===== src/ntpc_pkg.sv =====
// ----------------------------------------------------------------------------
// ntpc_pkg: shared types and constants
// Opcodes, field widths and the CORDIC arctangent table for the pursuit block.
// ----------------------------------------------------------------------------
package ntpc_pkg;

  localparam int CordicSteps = 16;
  localparam int IdBits      = 8;
  localparam int StepBits    = 5;

  typedef enum logic [1:0] {
    OP_POSE   = 2'd0,
    OP_TARGET = 2'd1,
    OP_TICK   = 2'd2,
    OP_NONE   = 2'd3
  } op_e;

  typedef enum logic [1:0] {
    REG_CLOSEST = 2'd0,
    REG_RADIUS  = 2'd1,
    REG_LGAIN   = 2'd2,
    REG_AGAIN   = 2'd3
  } reg_e;

  localparam logic [32:0] AllOnes33  = {33{1'b1}};
  localparam logic signed [14:0] PiQ12    = 15'sd12868;
  localparam logic signed [16:0] TwoPiQ12 = 17'sd25736;
  localparam logic signed [31:0] HalfPiQ28 = 32'sd421657428;
  localparam logic [15:0] InvGainQ16 = 16'd39797;

  function automatic logic signed [31:0] atan_q28(input logic [StepBits-1:0] i);
    case (i)
      5'd0:  atan_q28 = 32'sd210828714;
      5'd1:  atan_q28 = 32'sd124459457;
      5'd2:  atan_q28 = 32'sd65760959;
      5'd3:  atan_q28 = 32'sd33381290;
      5'd4:  atan_q28 = 32'sd16755422;
      5'd5:  atan_q28 = 32'sd8385879;
      5'd6:  atan_q28 = 32'sd4193963;
      5'd7:  atan_q28 = 32'sd2097109;
      5'd8:  atan_q28 = 32'sd1048571;
      5'd9:  atan_q28 = 32'sd524287;
      5'd10: atan_q28 = 32'sd262144;
      5'd11: atan_q28 = 32'sd131072;
      5'd12: atan_q28 = 32'sd65536;
      5'd13: atan_q28 = 32'sd32768;
      5'd14: atan_q28 = 32'sd16384;
      5'd15: atan_q28 = 32'sd8192;
      5'd16: atan_q28 = 32'sd4096;
      5'd17: atan_q28 = 32'sd2048;
      5'd18: atan_q28 = 32'sd1024;
      5'd19: atan_q28 = 32'sd512;
      5'd20: atan_q28 = 32'sd256;
      5'd21: atan_q28 = 32'sd128;
      5'd22: atan_q28 = 32'sd64;
      5'd23: atan_q28 = 32'sd32;
      default: atan_q28 = 32'sd0;
    endcase
  endfunction

endpackage


===== src/nearest_target_pursuit_controller_unit.sv =====
// ----------------------------------------------------------------------------
// nearest_target_pursuit_controller_unit: go-to-goal pursuit controller
// Takes nearest (first, closest off) list target; steers to it on ticks.
// ----------------------------------------------------------------------------
// channel   dir  content
// s_axis    in   op in tuser; pos_x, pos_y, heading, target_id, first, last
// m_axis    out  linear_speed, turn_rate, caught, caught_id
// cfg       in   wr_en/index/data register writes
// Pose updates, ignored ops and refused ticks complete on acceptance; list
// elements pass through squared distance, then compare. A control tick runs
// load, 16 shift/add steps, scale, done, gain multiply and output load. The
// output load waits while an earlier result is still held; a held result
// does not block pose or list requests.
// Reset is asynchronous and restores register defaults; no clearing pass.
module nearest_target_pursuit_controller_unit import ntpc_pkg::*; (
  input  logic        clk_i,
  input  logic        rst_ni,
  input  logic        s_axis_tvalid,
  output logic        s_axis_tready,
  // [15:0] pos_x, [31:16] pos_y, [46:32] heading, [54:47] target_id,
  // [55] first_of_list
  input  logic [55:0] s_axis_tdata,
  input  logic        s_axis_tlast,  // last_of_list
  input  logic [1:0]  s_axis_tuser,  // op
  output logic        m_axis_tvalid,
  input  logic        m_axis_tready,
  // [17:0] linear_speed, [35:18] turn_rate, [36] caught, [44:37] caught_id,
  // [47:45] zero
  output logic [47:0] m_axis_tdata,
  input  logic        cfg_wr_en_i,
  input  logic [1:0]  cfg_index_i,
  input  logic [15:0] cfg_data_i
);

  typedef enum logic [2:0] {
    S_IDLE, S_ELEM, S_CORDIC, S_CHECK, S_MUL, S_OUT
  } state_e;

  state_e state_q;

  logic        closest_q;
  logic [15:0] radius_q;
  logic [7:0]  lgain_q, again_q;
  logic [15:0] cur_x_q, cur_y_q, goal_x_q, goal_y_q, best_x_q, best_y_q;
  logic [14:0] cur_head_q;
  logic        pose_seen_q, goal_valid_q;
  logic [IdBits-1:0] goal_id_q, best_id_q, elem_id_q;
  logic [32:0] best_d2_q, d2_q;
  logic [15:0] elem_x_q, elem_y_q;
  logic        elem_first_q, elem_last_q;

  logic [19:0] mag;
  logic signed [15:0] ang;
  logic        cdone, cstart;
  logic [19:0] mag_q;
  logic signed [17:0] err_q;
  logic [28:0] spd_prod_q;
  logic signed [26:0] turn_prod_q;
  logic        caught_q;

  logic        out_valid_q;
  logic [47:0] out_data_q;
  logic        out_load;

  logic [15:0] px, py;
  logic [14:0] hd;
  logic signed [16:0] ex, ey;
  logic [15:0] ax, ay;
  logic [31:0] ex2, ey2;
  logic signed [16:0] cdx, cdy;
  logic        open, take;
  logic signed [17:0] err0, errw;
  logic signed [27:0] spd_r;
  logic signed [22:0] turn_r;
  logic [17:0] spd_sat;
  logic [17:0] turn_sat;
  logic        accept;

  assign px = s_axis_tdata[15:0];
  assign py = s_axis_tdata[31:16];
  assign hd = s_axis_tdata[46:32];
  assign accept = s_axis_tvalid && s_axis_tready;
  assign s_axis_tready = (state_q == S_IDLE);
  // result register loads only when no result is held or the held one is taken
  assign out_load = (state_q == S_OUT) && (!out_valid_q || m_axis_tready);

  assign ex = $signed({1'b0, elem_x_q}) - $signed({1'b0, cur_x_q});
  assign ey = $signed({1'b0, elem_y_q}) - $signed({1'b0, cur_y_q});
  // squares taken on magnitudes, 16x16 each
  assign ax = ex[16] ? 16'(-ex) : ex[15:0];
  assign ay = ey[16] ? 16'(-ey) : ey[15:0];
  assign ex2 = 32'(ax) * 32'(ax);
  assign ey2 = 32'(ay) * 32'(ay);
  assign cdx = $signed({1'b0, goal_x_q}) - $signed({1'b0, cur_x_q});
  assign cdy = $signed({1'b0, goal_y_q}) - $signed({1'b0, cur_y_q});

  assign open = elem_first_q || (best_d2_q == AllOnes33);
  assign take = closest_q ? (open || d2_q < best_d2_q) : open;

  assign cstart = (state_q == S_CORDIC);

  ntpc_cordic u_cordic (
    .clk_i  (clk_i),
    .rst_ni (rst_ni),
    .start_i(cstart),
    .dx_i   (cdx),
    .dy_i   (cdy),
    .done_o (cdone),
    .mag_o  (mag),
    .ang_o  (ang)
  );

  always_comb begin
    err0 = 18'(ang) - 18'(signed'(cur_head_q));
    errw = err0;
    if (err0 > 18'(PiQ12)) errw = err0 - 18'(TwoPiQ12);
    else if (err0 < -18'(PiQ12)) errw = err0 + 18'(TwoPiQ12);
  end

  always_comb begin
    spd_r  = $signed({1'b0, spd_prod_q[26:0]}) + 28'sd8;
    turn_r = turn_prod_q[26:4] + 23'(turn_prod_q[3]);
    // spd_prod max below 2^28 + 8; rounding result width 25 bits
    if (spd_prod_q[28:27] != 2'b00 || (spd_r >>> 4) > 28'sd262143) spd_sat = 18'h3FFFF;
    else spd_sat = 18'(spd_r >>> 4);
    if (turn_r > 23'sd131071) turn_sat = 18'h1FFFF;
    else if (turn_r < -23'sd131072) turn_sat = 18'h20000;
    else turn_sat = turn_r[17:0];
  end

  always_ff @(posedge clk_i or negedge rst_ni) begin
    if (!rst_ni) begin
      closest_q <= 1'b1;
      radius_q <= 16'd2048;
      lgain_q <= 8'd32;
      again_q <= 8'd96;
    end else if (cfg_wr_en_i) begin
      case (cfg_index_i)
        REG_CLOSEST: closest_q <= cfg_data_i[0];
        REG_RADIUS:  radius_q <= cfg_data_i;
        REG_LGAIN:   lgain_q <= cfg_data_i[7:0];
        REG_AGAIN:   again_q <= cfg_data_i[7:0];
        default: ;
      endcase
    end
  end

  always_ff @(posedge clk_i or negedge rst_ni) begin
    if (!rst_ni) begin
      state_q <= S_IDLE;
      cur_x_q <= '0; cur_y_q <= '0; cur_head_q <= '0; pose_seen_q <= 1'b0;
      goal_x_q <= '0; goal_y_q <= '0; goal_id_q <= '0; goal_valid_q <= 1'b0;
      best_x_q <= '0; best_y_q <= '0; best_id_q <= '0; best_d2_q <= AllOnes33;
      caught_q <= 1'b0;
      out_valid_q <= 1'b0;
    end else begin
      if (out_load) out_valid_q <= 1'b1;
      else if (m_axis_tready) out_valid_q <= 1'b0;
      case (state_q)
        S_IDLE: begin
          if (accept) begin
            case (op_e'(s_axis_tuser))
              OP_POSE: begin
                cur_x_q <= px; cur_y_q <= py; cur_head_q <= hd;
                pose_seen_q <= 1'b1;
              end
              OP_TARGET: begin
                elem_x_q <= px; elem_y_q <= py;
                elem_id_q <= s_axis_tdata[47 +: IdBits];
                elem_first_q <= s_axis_tdata[55];
                elem_last_q <= s_axis_tlast;
                state_q <= S_ELEM;
              end
              OP_TICK: if (pose_seen_q && goal_valid_q) state_q <= S_CORDIC;
              default: ;
            endcase
          end
        end
        S_ELEM: begin
          // squared distance registered, then compared next cycle
          d2_q <= 33'(ex2) + 33'(ey2);
          state_q <= S_CHECK;
        end
        S_CHECK: begin
          if (take) begin
            best_x_q <= elem_x_q; best_y_q <= elem_y_q;
            best_id_q <= elem_id_q;
          end
          if (elem_last_q) begin
            goal_x_q <= take ? elem_x_q : best_x_q;
            goal_y_q <= take ? elem_y_q : best_y_q;
            goal_id_q <= take ? elem_id_q : best_id_q;
            goal_valid_q <= 1'b1;
            best_d2_q <= AllOnes33;
          end else if (take) begin
            best_d2_q <= d2_q;
          end
          state_q <= S_IDLE;
        end
        S_CORDIC: begin
          if (cdone) begin
            mag_q <= mag;
            err_q <= errw;
            if (mag <= 20'(radius_q)) begin
              caught_q <= 1'b1;
              goal_valid_q <= 1'b0;
            end else begin
              caught_q <= 1'b0;
            end
            state_q <= S_MUL;
          end
        end
        S_MUL: begin
          spd_prod_q  <= 29'(mag_q) * 29'(lgain_q);
          turn_prod_q <= 27'(err_q) * 27'(signed'({1'b0, again_q}));
          state_q <= S_OUT;
        end
        S_OUT: begin
          if (out_load) begin
            if (caught_q) out_data_q <= {3'b0, 8'(goal_id_q), 1'b1, 36'b0};
            else out_data_q <= {3'b0, 8'b0, 1'b0, turn_sat, spd_sat};
            state_q <= S_IDLE;
          end
        end
        default: state_q <= S_IDLE;
      endcase
    end
  end

  assign m_axis_tvalid = out_valid_q;
  assign m_axis_tdata  = out_data_q;

endmodule


===== src/ntpc_cordic.sv =====
// ----------------------------------------------------------------------------
// ntpc_cordic: iterative vectoring CORDIC
// One shift/add stage reused per step; gives Q20.0 magnitude, Q3.12 angle.
// ----------------------------------------------------------------------------
module ntpc_cordic import ntpc_pkg::*; (
  input  logic                clk_i,
  input  logic                rst_ni,
  input  logic                start_i,
  input  logic signed [16:0]  dx_i,
  input  logic signed [16:0]  dy_i,
  output logic                done_o,
  output logic [19:0]         mag_o,
  output logic signed [15:0]  ang_o
);

  typedef enum logic [1:0] {
    S_IDLE, S_RUN, S_SCALE, S_DONE
  } state_e;

  state_e state_q;
  logic [StepBits-1:0] step_q;
  // x grows to about 1.65*sqrt(2)*2^24, y stays within that range
  logic signed [27:0] x_q, y_q;
  logic signed [31:0] z_q;
  logic [43:0] prod_q;

  logic signed [27:0] xs, ys, x0, y0;
  logic signed [31:0] z0;
  logic signed [31:0] zr;

  assign xs = x_q >>> step_q;
  assign ys = y_q >>> step_q;

  always_comb begin
    x0 = 28'(dx_i) <<< 8;
    y0 = 28'(dy_i) <<< 8;
    z0 = '0;
    if (dx_i < 0) begin
      if (dy_i >= 0) begin
        x0 = 28'(dy_i) <<< 8;
        y0 = -(28'(dx_i) <<< 8);
        z0 = HalfPiQ28;
      end else begin
        x0 = -(28'(dy_i) <<< 8);
        y0 = 28'(dx_i) <<< 8;
        z0 = -HalfPiQ28;
      end
    end
  end

  assign zr    = z_q + 32'sd32768;
  assign ang_o = zr[31:16];
  assign mag_o = prod_q[43:24];
  assign done_o = (state_q == S_DONE);

  always_ff @(posedge clk_i or negedge rst_ni) begin
    if (!rst_ni) begin
      state_q <= S_IDLE;
      step_q  <= '0;
    end else begin
      case (state_q)
        S_IDLE: begin
          if (start_i) begin
            x_q <= x0; y_q <= y0; z_q <= z0;
            step_q <= '0;
            state_q <= S_RUN;
          end
        end
        S_RUN: begin
          if (y_q > 0) begin
            x_q <= x_q + ys; y_q <= y_q - xs; z_q <= z_q + atan_q28(step_q);
          end else begin
            x_q <= x_q - ys; y_q <= y_q + xs; z_q <= z_q - atan_q28(step_q);
          end
          if (step_q == StepBits'(CordicSteps - 1)) state_q <= S_SCALE;
          step_q <= step_q + 1'b1;
        end
        S_SCALE: begin
          prod_q  <= 44'(unsigned'(x_q)) * 44'(InvGainQ16) + 44'(1 << 23);
          state_q <= S_DONE;
        end
        S_DONE: state_q <= S_IDLE;
        default: state_q <= S_IDLE;
      endcase
    end
  end

endmodule


===== config.mk =====
export PLATFORM = sky130hd
export DESIGN_NAME = nearest_target_pursuit_controller_unit
export DESIGN_NICKNAME = d
export VERILOG_FILES = /design/src/ntpc_pkg.sv /design/src/nearest_target_pursuit_controller_unit.sv /design/src/ntpc_cordic.sv
export SDC_FILE = /design/constraint.sdc
export NUM_CORES = 2
export LEC_CHECK = 0
export ABC_AREA = 1
export ABC_CLOCK_PERIOD_IN_PS = 16100
export BUFFER_PORTS_ARGS = -buffer_cell sky130_fd_sc_hd__buf_2
export CAP_MARGIN = 25
export CELL_PAD_IN_SITES_DETAIL_PLACEMENT = 1
export CELL_PAD_IN_SITES_GLOBAL_PLACEMENT = 2
export CORE_UTILIZATION = 40
export CTS_CLUSTER_SIZE = 40
export DETAILED_ROUTE_END_ITERATION = 7
export GPL_TIMING_DRIVEN = 1
export PLACE_DENSITY_LB_ADDON = 0.1
export SLEW_MARGIN = 10
export SYNTH_ARGS = -nofsm -noshare
export SYNTH_HDL_FRONTEND = slang
export SYNTH_SLANG_ARGS = --single-unit

===== constraint.sdc =====
create_clock -name clk_i -period 16.1 [get_ports clk_i]
set_input_delay 0.805 -clock clk_i [delete_from_list [all_inputs] [get_ports clk_i]]
set_output_delay 0.805 -clock clk_i [all_outputs]
set_load 0.02 [all_outputs]

Word level (Yosys, flattened, before mapping)
Memory sizes are Yosys's and may differ from the RTL's.
Index checks and enable logic that the tools add are counted.

operators by class
  shift operators = 2
  reductions and logical operators = 36
  mux-type cells = 51
  equal/unequal tests = 24
  magnitude comparators = 10
  divide/modulo/power cells = 0
  $add $sub $neg = 23
  bitwise logic cells = 0
  $mul = 5

operators with widths
  operator                number
  $mux 32                 8
  $mux 28                 8
  $pmux 28 s2             2
  $mux 18                 5
  $sub 16x16->17          4
  $mux 33                 2
  $mul 16x16->32          2
  $mux 16                 4
  $pmux 32 s2             1
  $add 28x28->28          2
  $neg 25->28             2
  $sshr 28x5->28          2
  $sub 28x28->28          2
  $add 44x24->44 const B  1
  $mul 28x16->44 const B  1
  $mux 37                 1
  $add 32x32->33          1
  $eq 33x33->1 const B    1
  $lt 33x33->1            1
  $add 32x17->32 const B  1
  $add 32x32->32          1
  $neg 16->16             2
  $sub 32x32->32          1
  $add 27x4->28 const B   1
  47 further kinds        95

storage, ports and cells
  output and inout bits = 50
  bits in latches = 0
  memories = 2
  word-level logic and storage cells = 192
  bits in read-only memories = 1792
  memory bits (writable) = 0
  bits of input ports = 82
  flip-flop bits (word level) = 555

memories
  name              words  width  read ports  clocked after Yosys merged registers in  write ports  RTL line        text
  (name not given)  32     28     1           0                                        0            ntpc_pkg.sv:32  case (i)
  (name not given)  32     28     1           0                                        0            ntpc_pkg.sv:32

Logic depth before layout (Yosys ltp)
  word-level depth = 6
  depth in mapped cells = 48
  mapped depth without buffers = 47

Modules after synthesis
A second synthesis with hierarchy kept.

second synthesis, totals
  cells, all modules = 8974
  area total of the unflattened synthesis = 71330.9 µm²

modules (own cells, without submodules)
  module                                  area an instance (µm²)  times used  cells an instance
  nearest_target_pursuit_controller_unit  47515.6                 1           5615
  ntpc_cordic                             23815.3                 1           3359

Worst setup path before layout
No wires, ideal clock.

  path type = reg2reg
  start point = register elem_x_q[0]
  end point = register d2_q[26] (data pin)
  cell stages (with the launch flop) = 42
  slack = 7.480 ns
  arrival = 8.360 ns
  required time = 15.840 ns
  cells stage by stage = edfxtp_1 -> inv_1 -> ha_1 -> inv_1 -> fa_1 -> nand3_1 -> nand2_1 -> nand2_1 -> nand2_1 -> nand3_1 -> nand2_2 -> inv_2 -> buf_2 -> nand2_1 -> xnor2_1 -> buf_2 -> nor2_1 -> fa_1 -> [... 6 more ...] -> inv_1 -> fa_1 -> fa_1 -> inv_1 -> fa_1 -> fa_1 -> inv_1 -> ha_1 -> a21oi_1 -> nor2_1 -> nor2_1 -> o21ai_0 -> o21bai_1 -> a21oi_1 -> o21ai_0 -> nand2_1 -> nand2_1 -> xor2_1

between the ends
  longest elaborated chain between the ends = 5

ends and longest elaborated chain
  what                    RTL line                                       text
  start, declared         nearest_target_pursuit_controller_unit.sv:49   logic [15:0] elem_x_q, elem_y_q;
  start signal, assigned  nearest_target_pursuit_controller_unit.sv:168  elem_x_q <= px; elem_y_q <= py;
  $sub 16x16->17 (*)      nearest_target_pursuit_controller_unit.sv:87   assign ex = $signed({1'b0, elem_x_q}) - $signed({1'b0, cur_x_q});
  $neg 16->16             nearest_target_pursuit_controller_unit.sv:90   assign ax = ex[16] ? 16'(-ex) : ex[15:0];
  $mux 16 (*)             nearest_target_pursuit_controller_unit.sv:90
  $mul 16x16->32 (*)      nearest_target_pursuit_controller_unit.sv:92   assign ex2 = 32'(ax) * 32'(ax);
  $add 32x32->33 (*)      nearest_target_pursuit_controller_unit.sv:181  d2_q <= 33'(ex2) + 33'(ey2);
  end signal, assigned    nearest_target_pursuit_controller_unit.sv:181
  end, declared           nearest_target_pursuit_controller_unit.sv:48   logic [32:0] best_d2_q, d2_q;

Mark *: on every way between the ends. The rest lies on a longest branch, timed or not.
A chain may end at the register's enable or synchronous reset.

Worst setup path in the final report
  start point = register cur_y_q[0]
  end point = register d2_q[26] (data pin)

between the ends
  longest elaborated chain between the ends = 5

ends and longest elaborated chain
  what                    RTL line                                       text
  start, declared         nearest_target_pursuit_controller_unit.sv:44   logic [15:0] cur_x_q, cur_y_q, goal_x_q, goal_y_q, best_x_q, best_y_q;
  start signal, assigned  nearest_target_pursuit_controller_unit.sv:151  cur_x_q <= '0; cur_y_q <= '0; cur_head_q <= '0; pose_seen_q <= 1'b0;
  start signal, assigned  nearest_target_pursuit_controller_unit.sv:164  cur_x_q <= px; cur_y_q <= py; cur_head_q <= hd;
  $sub 16x16->17 (*)      nearest_target_pursuit_controller_unit.sv:88   assign ey = $signed({1'b0, elem_y_q}) - $signed({1'b0, cur_y_q});
  $neg 16->16             nearest_target_pursuit_controller_unit.sv:91   assign ay = ey[16] ? 16'(-ey) : ey[15:0];
  $mux 16 (*)             nearest_target_pursuit_controller_unit.sv:91
  $mul 16x16->32 (*)      nearest_target_pursuit_controller_unit.sv:93   assign ey2 = 32'(ay) * 32'(ay);
  $add 32x32->33 (*)      nearest_target_pursuit_controller_unit.sv:181

Marks and branches as above.

==> results.yml <==
synth:
  yosys.area.top_type: "fa_1"
  synth_top_area_share_pct: 22.5
  yosysMostFrequentCell: "nand2_1"
  ys_types: 82
  synthArstFlopShare_pct: 39.7
  avgSynthCellArea_um2: 7.91
  synthTopCellsByArea: "fa_1 (23%), edfxtp_1 (13%), ha_1 (12%)"
  ys_seq_elements: 522
  syn_inst: 9127
  yosysWarnings: 0
  synthFlopType: "edfxtp_1"
  synth_area_um2: 72200
  synth_common_cells: "nand2_1 (2078), inv_1 (1870), fa_1 (812)"
  synth_edf_count: 315
  ys_seq_area_share_pct: 20.3
grt:
  grt_pass1_vias: 64500
  grt_max_degree: 95
  grt_pass1_wl_um: 370000
  grt_usage_pct: 26.1
  grt_overflow_total: 0
  grt_antenna_before_repair: 8
sta:
  period_needed_ps: 10120
  hold_viol: 0
  final-setup-viol-count: 0
  clock.fmax_ghz: 0.0989
  tns_ps: 0
  fin_crit_sh_pct: 62.8
  rsz0062_at_grt: "false"
  fin_hold_ws_ps: 238
  relSlewSlack_pct: 28.4
  fin_skew_ps: 55.3
  slew_viol_final: 0
  tightest_slew_ps: 1070
floorplan:
  fp-row-count: 155
  dieHeight_um: 427
  die_w_um: 427
  ios: 132
  initial_core_util_pct: 40.4
  core-area_um2: 179000
  dieArea_um2: 182000
clock_tree:
  clock_latency_ps: 750
  cts_tree: "built"
  clkTransAtPathRegs_ps: 80
  cts_buffer_depth: 3
  cts_made_buffers: 73
  cts-root-buf: "clkbuf_16"
  cts_setup_buffers: 0
  cts_max_level: 3
  cts-resized-gates: 0
  cts_num_sinks: 522
route:
  drt_first_pass_iters: 5
  routed_wl_um: 234000
  viasPerCell: 5.15
  met2WireLength_um: 112000
  vias: 59600
  drt-initial-drc-count: 3010
  drc_errors: 0
  wl_met3_um: 8060
  drt-met1-wl_um: 108000
  avgRoutedWirePerCell_um: 20.2
  ant_nets: 0
  top_layer_used: "met4"
layout:
  final_area_um2: 78000
  nFillCells: 21800
  areaGrowthSynthToFinish_pct: 7.97
  fin_cells: 11600
  final_layout_size_suffix_gt1_share_pct: 6.19
  regArea_um2: 14700
  multi_input_area_um2: 49200
  num-nets-final: 10800
setup_path:
  cp.required_ps: 16570
  cp_max_fo: 17
  cpPeakStageDelay_ps: 800
  endpoint_kind: "flop"
  start_kind: "flop"
  critPathKind: "flop to flop"
  cp_slowest_cell: "ha_1"
  cp.arrival_ps: 10590
placement:
  dp_hpwl_um: 194000
  globalplace.congestion: 0.907
  port_buffers: 128
  placed_area_um2: 75200
  dp_cells: 11400
flow_run:
  cap_violations: 0
worst_hold_path:
  min_path_type: "input port to flop"
status:
  run_status: "completed"
==> final timing paths <==
| path | from | endpoint | slack (ps) | cells past startpoint |
|---|---|---|---|---|
| setup / recovery | cur_y_q[0] | d2_q[26] | 5980 | 37 |
| hold / removal | s_axis_tdata[55] | elem_first_q | 240 | 1 |
| setup reg to reg | cur_y_q[0] | d2_q[26] | 5980 | 37 |
| hold reg to reg | u_cordic.prod_q[42] | mag_q[18] | 460 | 0 |
| max in group asynchronous | rst_ni | goal_x_q[4] | 13930 | 4 |
| min in group asynchronous | rst_ni | again_q[7] | 570 | 2 |
==> per-stage QoR <==
stage	util (%)	setup WS, ps
2_1_floorplan	-	7480
3_3_place_gp	42.0	6170
3_5_place_dp	42.1	6020
4_1_cts	43.6	6010
5_1_grt	43.6	5350
6_report	43.6	5980
==> final cells by class <==
cell class	instances	area share [%]
Multi-Input combinational cell	6445	63.1
Tap cell	2355	3.78
Sequential cell	522	18.8
Clock inverter	43	0.881
Clock buffer	93	2.57
Antenna cell	5	0.0161
Timing Repair Buffer	196	1.56
Inverter	1914	9.23
==> repair_timing <==
action,in CTS,in global routing
setup endpoints to repair,0,0
endpoints found under the hold margin,29,0
hold buffers,1,0
==> cell families (layout without fill, tap and decap cells) <==
family | count (synthesis) | after routing | share of synthesized area (%)
AND/OR/NAND/NOR | 3475 | 3475 | 20.3
flip-flops | 522 | 522 | 20.3
buffers and inverters | 2162 | 2246 | 11.6
AO/OA/AOI/OAI | 1095 | 1095 | 8.58
other | 1 | 8 | 0.00519
adder cells (fa/ha/maj) | 1521 | 1521 | 34.8
XOR/XNOR | 351 | 351 | 4.37
==> critical path, delay by kind of cell, from the launching register on <==
kind | cells | cell delay (ps)
xor gates and xnor gates | 1 | 150
DFF | 1 | 410
adders and majority gates | 10 | 4900
AOI/OAI and AO/OA | 8 | 1620
and+or+nand+nor | 10 | 1720
buffers and inverters | 8 | 1070
==> placed cells by master (no fill, tap or decap), types with 113 or more instances in the layout <==
cell and instances:
a21oi_1 413, xnor2_1 113, buf_2 129, dfrtp_1 167, nand3_1 508, xor2_1 227
fa_1 812, inv_1 1870, nand2_1 2076, o21ai_0 423, ha_1 708, nor2_1 568
edfxtp_1 315
==> registers in the layout, summed over array words and instances, names as in the netlist, 15 cells and up <==
name and flops:
best_d2_q 33, goal_y_q 16, turn_prod_q 24, cur_y_q 16
radius_q 16, m_axis_tdata 45, elem_x_q 16, err_q 18
best_y_q 16, u_cordic.y_q 28, d2_q 33, cur_x_q 16
cur_head_q 15, goal_x_q 16, elem_y_q 16, u_cordic.prod_q 20
u_cordic.x_q 28, best_x_q 16, mag_q 20, u_cordic.z_q 32
spd_prod_q 25
==> per-layer routing <==
layer,up-vias,track usage (%)
met5,-,0
met4,0,6.55
met3,250,2.92
met2,874,44.3
met1,29900,35.4
li1,28600,-
Power is left out: the tool's default activity adds up to more than one toggle a clock period on the data nets, which glitch-free logic cannot reach.
